===== config.mk =====
export PLATFORM = sky130hd
export DESIGN_NAME = onewire_bus_master
export DESIGN_NICKNAME = d
export VERILOG_FILES = /design/src/sv/ow_pkg.sv /design/src/sv/ow_core.sv /design/src/sv/ow_outq.sv /design/src/sv/onewire_bus_master.sv
export SDC_FILE = /design/constraint.sdc
export NUM_CORES = 1
export LEC_CHECK = 0
export BUFFER_PORTS_ARGS = -buffer_cell sky130_fd_sc_hd__buf_2
export CELL_PAD_IN_SITES_DETAIL_PLACEMENT = 1
export CELL_PAD_IN_SITES_GLOBAL_PLACEMENT = 1
export CORE_MARGIN = 4
export CORE_UTILIZATION = 40
export CTS_CLUSTER_SIZE = 25
export DETAILED_ROUTE_END_ITERATION = 6
export PLACE_DENSITY = 0.82
export SKIP_LAST_GASP = 1
export SLEW_MARGIN = 10
export SYNTH_ARGS = -nofsm -noshare
export SYNTH_HDL_FRONTEND = slang
export SYNTH_SLANG_ARGS = --single-unit

===== constraint.sdc =====
create_clock -name clk -period 4.6 [get_ports clk]
set_input_delay 0.23 -clock clk [delete_from_list [all_inputs] [get_ports clk]]
set_output_delay 0.23 -clock clk [all_outputs]
set_load 0.01 [all_outputs]

===== src/sv/ow_pkg.sv =====
// ----------------------------------------------------------------------------
// ow_pkg: shared types and constants of the 1-Wire bus master
// Beat payloads, command codes, sequencer phases and bus timing in microseconds.
// ----------------------------------------------------------------------------
package ow_pkg;

  localparam int CFG_ADDR_W = 2;
  localparam int CFG_DATA_W = 32;

  localparam logic [CFG_ADDR_W-1:0] ADDR_CYCLES_PER_US = 2'd0;
  localparam logic [7:0]            CYCLES_PER_US_RST  = 8'd168;

  localparam logic [9:0] T_RST_LOW  = 10'd500;
  localparam logic [9:0] T_RST_SAMP = 10'd100;
  localparam logic [9:0] T_RST_HOLD = 10'd200;
  localparam logic [9:0] T_WR_LOW1  = 10'd5;
  localparam logic [9:0] T_WR_LOW0  = 10'd60;
  localparam logic [9:0] T_RD_LOW   = 10'd2;
  localparam logic [9:0] T_RD_SAMP  = 10'd14;
  localparam logic [9:0] T_SLOT     = 10'd62;
  localparam logic [7:0] CRC_POLY   = 8'h31;

  typedef enum logic [1:0] {
    OP_NONE  = 2'd0,
    OP_RESET = 2'd1,
    OP_WRITE = 2'd2,
    OP_READ  = 2'd3
  } op_t;

  typedef enum logic [2:0] {
    PH_IDLE     = 3'd0,
    PH_RST_LOW  = 3'd1,
    PH_RST_WAIT = 3'd2,
    PH_RST_HOLD = 3'd3,
    PH_WRITE    = 3'd4,
    PH_READ     = 3'd5
  } phase_t;

  typedef struct packed {
    op_t        op;
    logic [7:0] tx_byte;
    logic       line_in;
  } in_t;

  typedef struct packed {
    logic       drive_low;
    logic       busy_res;
    logic       done_res;
    logic       device_present;
    logic [7:0] rx_byte;
    logic [7:0] crc_value;
  } out_t;

endpackage


===== src/sv/ow_core.sv =====
// ----------------------------------------------------------------------------
// ow_core: 1-Wire command sequencer
// Holds the prescaler, microsecond counter, phase, shift register and CRC, and
// computes the next state and the result of every accepted beat.
// ----------------------------------------------------------------------------
module ow_core import ow_pkg::*; (
  input  logic       clk,
  input  logic       rst,
  input  logic [7:0] cycles_per_us,
  input  logic       step,
  input  in_t        item,
  output out_t       result
);

  phase_t     phase, phase_next;
  logic [7:0] prescale_count, prescale_count_next;
  logic [9:0] us_count, us_count_next;
  logic [2:0] bit_index, bit_index_next;
  logic [7:0] shift_data, shift_data_next;
  logic [7:0] crc_reg, crc_reg_next;
  logic       present_flag, present_flag_next;
  logic [7:0] rx_last, rx_last_next;
  logic       tick;
  logic       done;
  logic       drive;

  function automatic logic [7:0] crc_bit(input logic [7:0] crc, input logic b);
    logic [7:0] c;
    c = {crc[6:0], 1'b0};
    if (crc[7] ^ b) begin
      c = c ^ CRC_POLY;
    end
    return c;
  endfunction

  function automatic logic [7:0] rev8(input logic [7:0] v);
    logic [7:0] r;
    for (int i = 0; i < 8; i++) begin
      r[7-i] = v[i];
    end
    return r;
  endfunction

  always_comb begin
    phase_next          = phase;
    prescale_count_next = prescale_count;
    us_count_next       = us_count;
    bit_index_next      = bit_index;
    shift_data_next     = shift_data;
    crc_reg_next        = crc_reg;
    present_flag_next   = present_flag;
    rx_last_next        = rx_last;
    tick                = 1'b0;
    done                = 1'b0;
    drive               = 1'b0;

    if (phase == PH_IDLE) begin
      if (item.op != OP_NONE) begin
        prescale_count_next = '0;
        us_count_next       = '0;
        bit_index_next      = '0;
      end
      case (item.op)
        OP_RESET: begin
          phase_next        = PH_RST_LOW;
          present_flag_next = 1'b0;
          crc_reg_next      = '0;
        end
        OP_WRITE: begin
          phase_next      = PH_WRITE;
          shift_data_next = item.tx_byte;
        end
        OP_READ: begin
          phase_next      = PH_READ;
          shift_data_next = '0;
        end
        default: begin
        end
      endcase
    end else begin
      if ({1'b0, prescale_count} + 9'd1 >= {1'b0, cycles_per_us}) begin
        prescale_count_next = '0;
        tick                = 1'b1;
        us_count_next       = us_count + 10'd1;
      end else begin
        prescale_count_next = prescale_count + 8'd1;
      end
      if (tick) begin
        case (phase)
          PH_RST_LOW: begin
            if (us_count_next >= T_RST_LOW) begin
              phase_next    = PH_RST_WAIT;
              us_count_next = '0;
            end
          end
          PH_RST_WAIT: begin
            if (us_count_next >= T_RST_SAMP) begin
              us_count_next = '0;
              if (!item.line_in) begin
                present_flag_next = 1'b1;
                phase_next        = PH_RST_HOLD;
              end else begin
                phase_next = PH_IDLE;
                done       = 1'b1;
              end
            end
          end
          PH_RST_HOLD: begin
            if (us_count_next >= T_RST_HOLD) begin
              us_count_next = '0;
              phase_next    = PH_IDLE;
              done          = 1'b1;
            end
          end
          PH_WRITE, PH_READ: begin
            if (phase == PH_READ && us_count_next == T_RD_SAMP) begin
              shift_data_next = {item.line_in, shift_data[7:1]};
              crc_reg_next    = crc_bit(crc_reg, item.line_in);
            end
            if (us_count_next >= T_SLOT) begin
              us_count_next = '0;
              if (phase == PH_WRITE) begin
                shift_data_next = {1'b0, shift_data_next[7:1]};
              end
              if (bit_index == 3'd7) begin
                if (phase == PH_READ) begin
                  rx_last_next = shift_data_next;
                end
                bit_index_next = '0;
                phase_next     = PH_IDLE;
                done           = 1'b1;
              end else begin
                bit_index_next = bit_index + 3'd1;
              end
            end
          end
          default: begin
            phase_next = PH_IDLE;
          end
        endcase
      end
    end

    case (phase_next)
      PH_RST_LOW: begin
        drive = 1'b1;
      end
      PH_WRITE: begin
        drive = (us_count_next < T_WR_LOW1) ||
                (!shift_data_next[0] && us_count_next < T_WR_LOW0);
      end
      PH_READ: begin
        drive = us_count_next < T_RD_LOW;
      end
      default: begin
        drive = 1'b0;
      end
    endcase

    result.drive_low      = drive;
    result.busy_res       = phase_next != PH_IDLE;
    result.done_res       = done;
    result.device_present = present_flag_next;
    result.rx_byte        = rx_last_next;
    result.crc_value      = rev8(crc_reg_next);
  end

  always_ff @(posedge clk) begin
    if (rst) begin
      phase          <= PH_IDLE;
      prescale_count <= '0;
      us_count       <= '0;
      bit_index      <= '0;
      shift_data     <= '0;
      crc_reg        <= '0;
      present_flag   <= 1'b0;
      rx_last        <= '0;
    end else if (step) begin
      phase          <= phase_next;
      prescale_count <= prescale_count_next;
      us_count       <= us_count_next;
      bit_index      <= bit_index_next;
      shift_data     <= shift_data_next;
      crc_reg        <= crc_reg_next;
      present_flag   <= present_flag_next;
      rx_last        <= rx_last_next;
    end
  end

endmodule


===== src/sv/ow_outq.sv =====
// ----------------------------------------------------------------------------
// ow_outq: result register with skid stage
// Registers each result beat and keeps one extra beat while the receiver
// stalls, so the input side never waits on the output ready combinationally.
// ----------------------------------------------------------------------------
module ow_outq import ow_pkg::*; (
  input  logic clk,
  input  logic rst,
  input  logic push,
  input  out_t push_data,
  output logic space,
  output logic out_valid,
  input  logic out_ready,
  output out_t out_data
);

  logic main_valid;
  logic skid_valid;
  out_t main_data;
  out_t skid_data;
  logic pop;

  assign pop       = main_valid && out_ready;
  assign space     = !skid_valid;
  assign out_valid = main_valid;
  assign out_data  = main_data;

  always_ff @(posedge clk) begin
    if (rst) begin
      main_valid <= 1'b0;
      skid_valid <= 1'b0;
    end else if (pop) begin
      if (skid_valid) begin
        main_data  <= skid_data;
        skid_valid <= 1'b0;
      end else if (push) begin
        main_data <= push_data;
      end else begin
        main_valid <= 1'b0;
      end
    end else if (push) begin
      if (!main_valid) begin
        main_data  <= push_data;
        main_valid <= 1'b1;
      end else begin
        skid_data  <= push_data;
        skid_valid <= 1'b1;
      end
    end
  end

endmodule


===== src/sv/onewire_bus_master.sv =====
// ----------------------------------------------------------------------------
// onewire_bus_master: 1-Wire bus master with Maxim CRC-8 over read bytes
// Bus timing counts accepted input beats, not clock edges. The input beat
// carries the command, the byte to send and the sampled bus level; the output
// beat carries the pull-down request, busy, done, presence, the last byte
// read and the bit-reversed CRC. A command is taken only while idle.
// A result is formed combinationally and registered at the output.
// Throughput is one beat per cycle while in_ready is high, set by the single
// register stage of the sequencer state. A two-entry result queue sits at
// the output; in_ready falls only when both entries are full and the
// receiver holds out_ready low, and rises as soon as one beat is taken.
// Reset clears the sequencer to idle, sets the prescaler setting to
// CYCLES_PER_US_RST and empties the queue. cycles_per_us is written through
// the APB port at address 0 and should change only while the bus is idle.
// ----------------------------------------------------------------------------
module onewire_bus_master import ow_pkg::*; (
  input  logic                  clk,
  input  logic                  rst,
  input  logic                  in_valid,
  output logic                  in_ready,
  input  in_t                   in_data,
  output logic                  out_valid,
  input  logic                  out_ready,
  output out_t                  out_data,
  input  logic                  psel,
  input  logic                  penable,
  input  logic                  pwrite,
  input  logic [CFG_ADDR_W-1:0] paddr,
  input  logic [CFG_DATA_W-1:0] pwdata,
  output logic [CFG_DATA_W-1:0] prdata,
  output logic                  pready
);

  logic [7:0] cycles_per_us;
  logic       step;
  out_t       result;

  assign pready = 1'b1;
  assign step   = in_valid && in_ready;

  always_ff @(posedge clk) begin
    if (rst) begin
      cycles_per_us <= CYCLES_PER_US_RST;
    end else if (psel && penable && pwrite && paddr == ADDR_CYCLES_PER_US) begin
      cycles_per_us <= pwdata[7:0];
    end
  end

  always_comb begin
    prdata = '0;
    if (paddr == ADDR_CYCLES_PER_US) begin
      prdata = {{(CFG_DATA_W-8){1'b0}}, cycles_per_us};
    end
  end

  ow_core u_core (
    .clk           (clk),
    .rst           (rst),
    .cycles_per_us (cycles_per_us),
    .step          (step),
    .item          (in_data),
    .result        (result)
  );

  ow_outq u_outq (
    .clk       (clk),
    .rst       (rst),
    .push      (step),
    .push_data (result),
    .space     (in_ready),
    .out_valid (out_valid),
    .out_ready (out_ready),
    .out_data  (out_data)
  );

endmodule


==> impl_metrics.tcl <==
set metrics [dict create \
    status "finished clean" \
    ir_worst_vdd_mv 0.1641 \
    antenna_found_initial 0 \
    design.die.area_um2 17190 \
    final_util_pct 47.33 \
    critPathMaxStageDelay_ns 0.44 \
    drtAntennaViolNets 0 \
    grt_usage_pct 20.42 \
    syn_area_um2 6061 \
    fin_crit_ns 4.415 \
    critPathArrivalTime_ns 4.51 \
    start_util_pct 41.23 \
    worstPathCellList "ha_1 > and3_1 > and3_1 > xor2_1 > ha_1 > a21o_1 > a221o_1 > a211oi_4 > buf_4 > o211ai_1 > o2111a_2 > a2111oi_4 > nor4_4 > buf_4 > o221ai_1 > o21ai_1 > a32oi_2 > o31ai_2" \
    clock-skew-final_ns 0.009886 \
    drive_gt1_share_pct 19.59 \
    cp_data_required_time_ns 4.69 \
    routed_wl_um 17660 \
    io_buffers 57 \
    wl_per_cell_um 18.30 \
    viasPerCell 5.859 \
    worst_slack_ns 0.1853 \
    fmaxAchievable_mhz 226.5 \
    area_growth_pct 14.78 \
    grt_max_degree 62 \
    drt_iter0_markers 404 \
    synth-edff-count 40 \
    start_kind "flip-flop" \
    fin_tns_setup_ns 0 \
    powerDensity_nw_per_um2 286.5 \
    final_max_slew_viol_count 0 \
    clk_latency_ns 0.36 \
    synth-seq-area-share_pct 39.31 \
    yosysWarnings 0 \
    dpl_worst_slack_ns 0.06211 \
    worstMarginPinSlew_ns 0.9996 \
    cts.path.max_buffers 2 \
    die_x_um 131.1 \
    yosysUniqueCellTypes 72 \
    combinationalPowerShare_pct 14.1 \
    hold_buffers 0 \
    async_reset_ff_share_pct 0 \
    seqPwrFrac_pct 48.6 \
    relSlewSlack_pct 33.17 \
    rows 44 \
    cts_root_buf "clkbuf_16" \
    fin_nets 840 \
    critPathSlowestCell "a2111oi_4" \
    syn_inst 722 \
    place_congestion 0.8853 \
    cts_tree "built" \
    finalSetupViolations 0 \
    grt-ovfl-total 0 \
    p_sw_w 0.0005713 \
    yosys-top-cells-area "edfxtp_1 (20%), dfxtp_1 (19%), nor2_1 (5.5%)" \
    cp_max_fo 9 \
    total_power_w 0.001993 \
    fp.dieH_um 131.1 \
    cts.sinks 99 \
    cts_inserted_buffers 9 \
    crit_path_end_kind "flip-flop" \
    synthFlopType "dfxtp_1" \
    finalCritPeriodShare_pct 95.97 \
    hold_viol 0 \
    p_clk_share_pct 37.2 \
    synth_top_area_share_pct 19.82 \
    drc 0 \
    grt_pass1_wl_um 28100 \
    crit_buf_inv 2 \
    path_clk_slew_ns 0.07 \
    yosys.area.top_type "edfxtp_1" \
    synth_area_per_cell_um2 8.394 \
    io_pins 107 \
    path_class "reg -> reg" \
    internal_power_w 0.001422 \
    cap_violations 0 \
    dp_hpwl_um 12640 \
    switching_share_pct 28.66 \
    critPathTopFamily "compound AO/OA/AOI/OAI gates" \
    p_leak_nw 2.825 \
    min_path_type "in -> reg" \
    drt_first_pass_iters 5 \
    via_count 5654 \
    n_antenna_cell 0 \
    core_um2 14700 \
    grt_pass1_vias 5705 \
    synth-seq-cells 99 \
    htreeDepth 3 \
]
-- worst paths after layout --
| check | startpoint | end | slack (ns) | cells past startpoint |
|---|---|---|---|---|
| min reg2reg | u_core.rx_last[7] | u_core.rx_last[7] | 0.46 | 2 |
| min | pwdata[6] | cycles_per_us[6] | 0.11 | 3 |
| max | u_core.prescale_count[0] | u_outq.out_data[19] | 0.19 | 18 |
| max reg2reg | u_core.prescale_count[0] | u_outq.out_data[19] | 0.19 | 18 |
-- synthesized netlist by cell type, types with 3 or more instances --
cell       count
a2111oi_0      3
a211o_1        5
a211oi_1      18
a21boi_0       3
a21o_1         3
a21oi_1       56
a221o_1        7
a22o_1         6
a22oi_1        9
a31oi_1        4
a32oi_1        7
and2_1         7
and3_1        19
and4_1         3
buf_1          4
buf_2          8
buf_4         25
clkbuf_1      33
dfxtp_1       59
edfxtp_1      40
ha_1          12
inv_1         26
mux2_2        15
mux2i_1        7
nand2_1       83
nand2b_1       3
nand3_1       16
nand4_1        3
nor2_1        88
nor2b_1        4
nor3_1        34
nor3b_1        4
nor4_1         7
o2111ai_1      3
o21a_1         7
o21ai_0       26
o21ai_1        3
o22ai_1        3
o31ai_1        3
or3_1          4
xnor2_1       11
xor2_1         5
-- placed cells by master (no fill, tap or decap), types with 9 or more instances in the layout --
cell,synthesis,routed
edfxtp_1,40,40
conb_1,2,25
nor2_1,88,87
a22oi_1,9,9
inv_1,26,26
nand3_1,16,16
nor3_1,34,33
dfxtp_1,59,58
xnor2_1,11,10
ha_1,12,12
mux2_2,15,15
a21oi_1,56,56
clkbuf_16,0,9
a211oi_1,18,16
and3_1,19,18
buf_2,8,57
o21ai_0,26,26
nand2_1,83,83
buf_4,25,32
-- through the flow --
stage	std cells	instance area [µm²]	hold WS, ns
global route	965	6957	0.1448
global placement	945	6548	0.4391
floorplan	745	6147	0.3301
detailed placement	945	6548	0.4524
finish	965	6957	0.1083
CTS	961	6834	0.09998
-- worst min-delay path: cells and delay by family --
kind	cells	cell delay, ns
mux	1	0.05
simple gates	1	0.07
buf+inv	1	0.08
-- cells by family (layout without fill, tap and decap cells) --
| kind of cell | Yosys count | count (layout) | synth area share, % |
|---|---|---|---|
| adders and majority gates | 12 | 12 | 2.477 |
| AOI/OAI and AO/OA | 189 | 189 | 21.84 |
| buffers and inverters | 97 | 133 | 7.845 |
| and+or+nand+nor | 285 | 285 | 22.15 |
| muxes | 22 | 22 | 3.943 |
| other | 2 | 25 | 0.1239 |
| DFF | 99 | 99 | 39.31 |
| xor gates and xnor gates | 16 | 16 | 2.312 |
-- power groups by stage --
stage               Combinational [W]  Sequential, W  Clock (W)
floorplan                    0.000195       0.000984          0
global placement             0.000261       0.000986          0
detailed placement           0.000276       0.000989          0
CTS                          0.000278       0.000969   0.000762
global route                 0.000313       0.000973   0.000794
finish                       0.000282       0.000969   0.000742
-- area by class of cell --
| type | instances | area, µm² |
|---|---|---|
| Fill cell | 1767 | 7742 |
| Multi-Input combinational cell | 549 | 3393 |
| Sequential cell | 99 | 2384 |
| Timing Repair Buffer | 91 | 565.5 |
| Tap cell | 184 | 230.2 |
| Clock buffer | 10 | 229.0 |
| Inverter | 26 | 97.59 |
| Clock inverter | 6 | 57.56 |
-- per-layer routing --
metal,share of wire (%),wire (µm),GRT usage (%)
met2,50,8898,36.35
met5,0,0,0
met1,43,7564,25.17
met4,1.8,312,5.384
met3,5.0,880,4.052
-- what timing repair did --
action	CTS	global route
resized for setup	0	18
pin swaps	1	7
setup endpoints to repair	1	50
setup buffers	0	4
(Power assumes the default switching activity.)
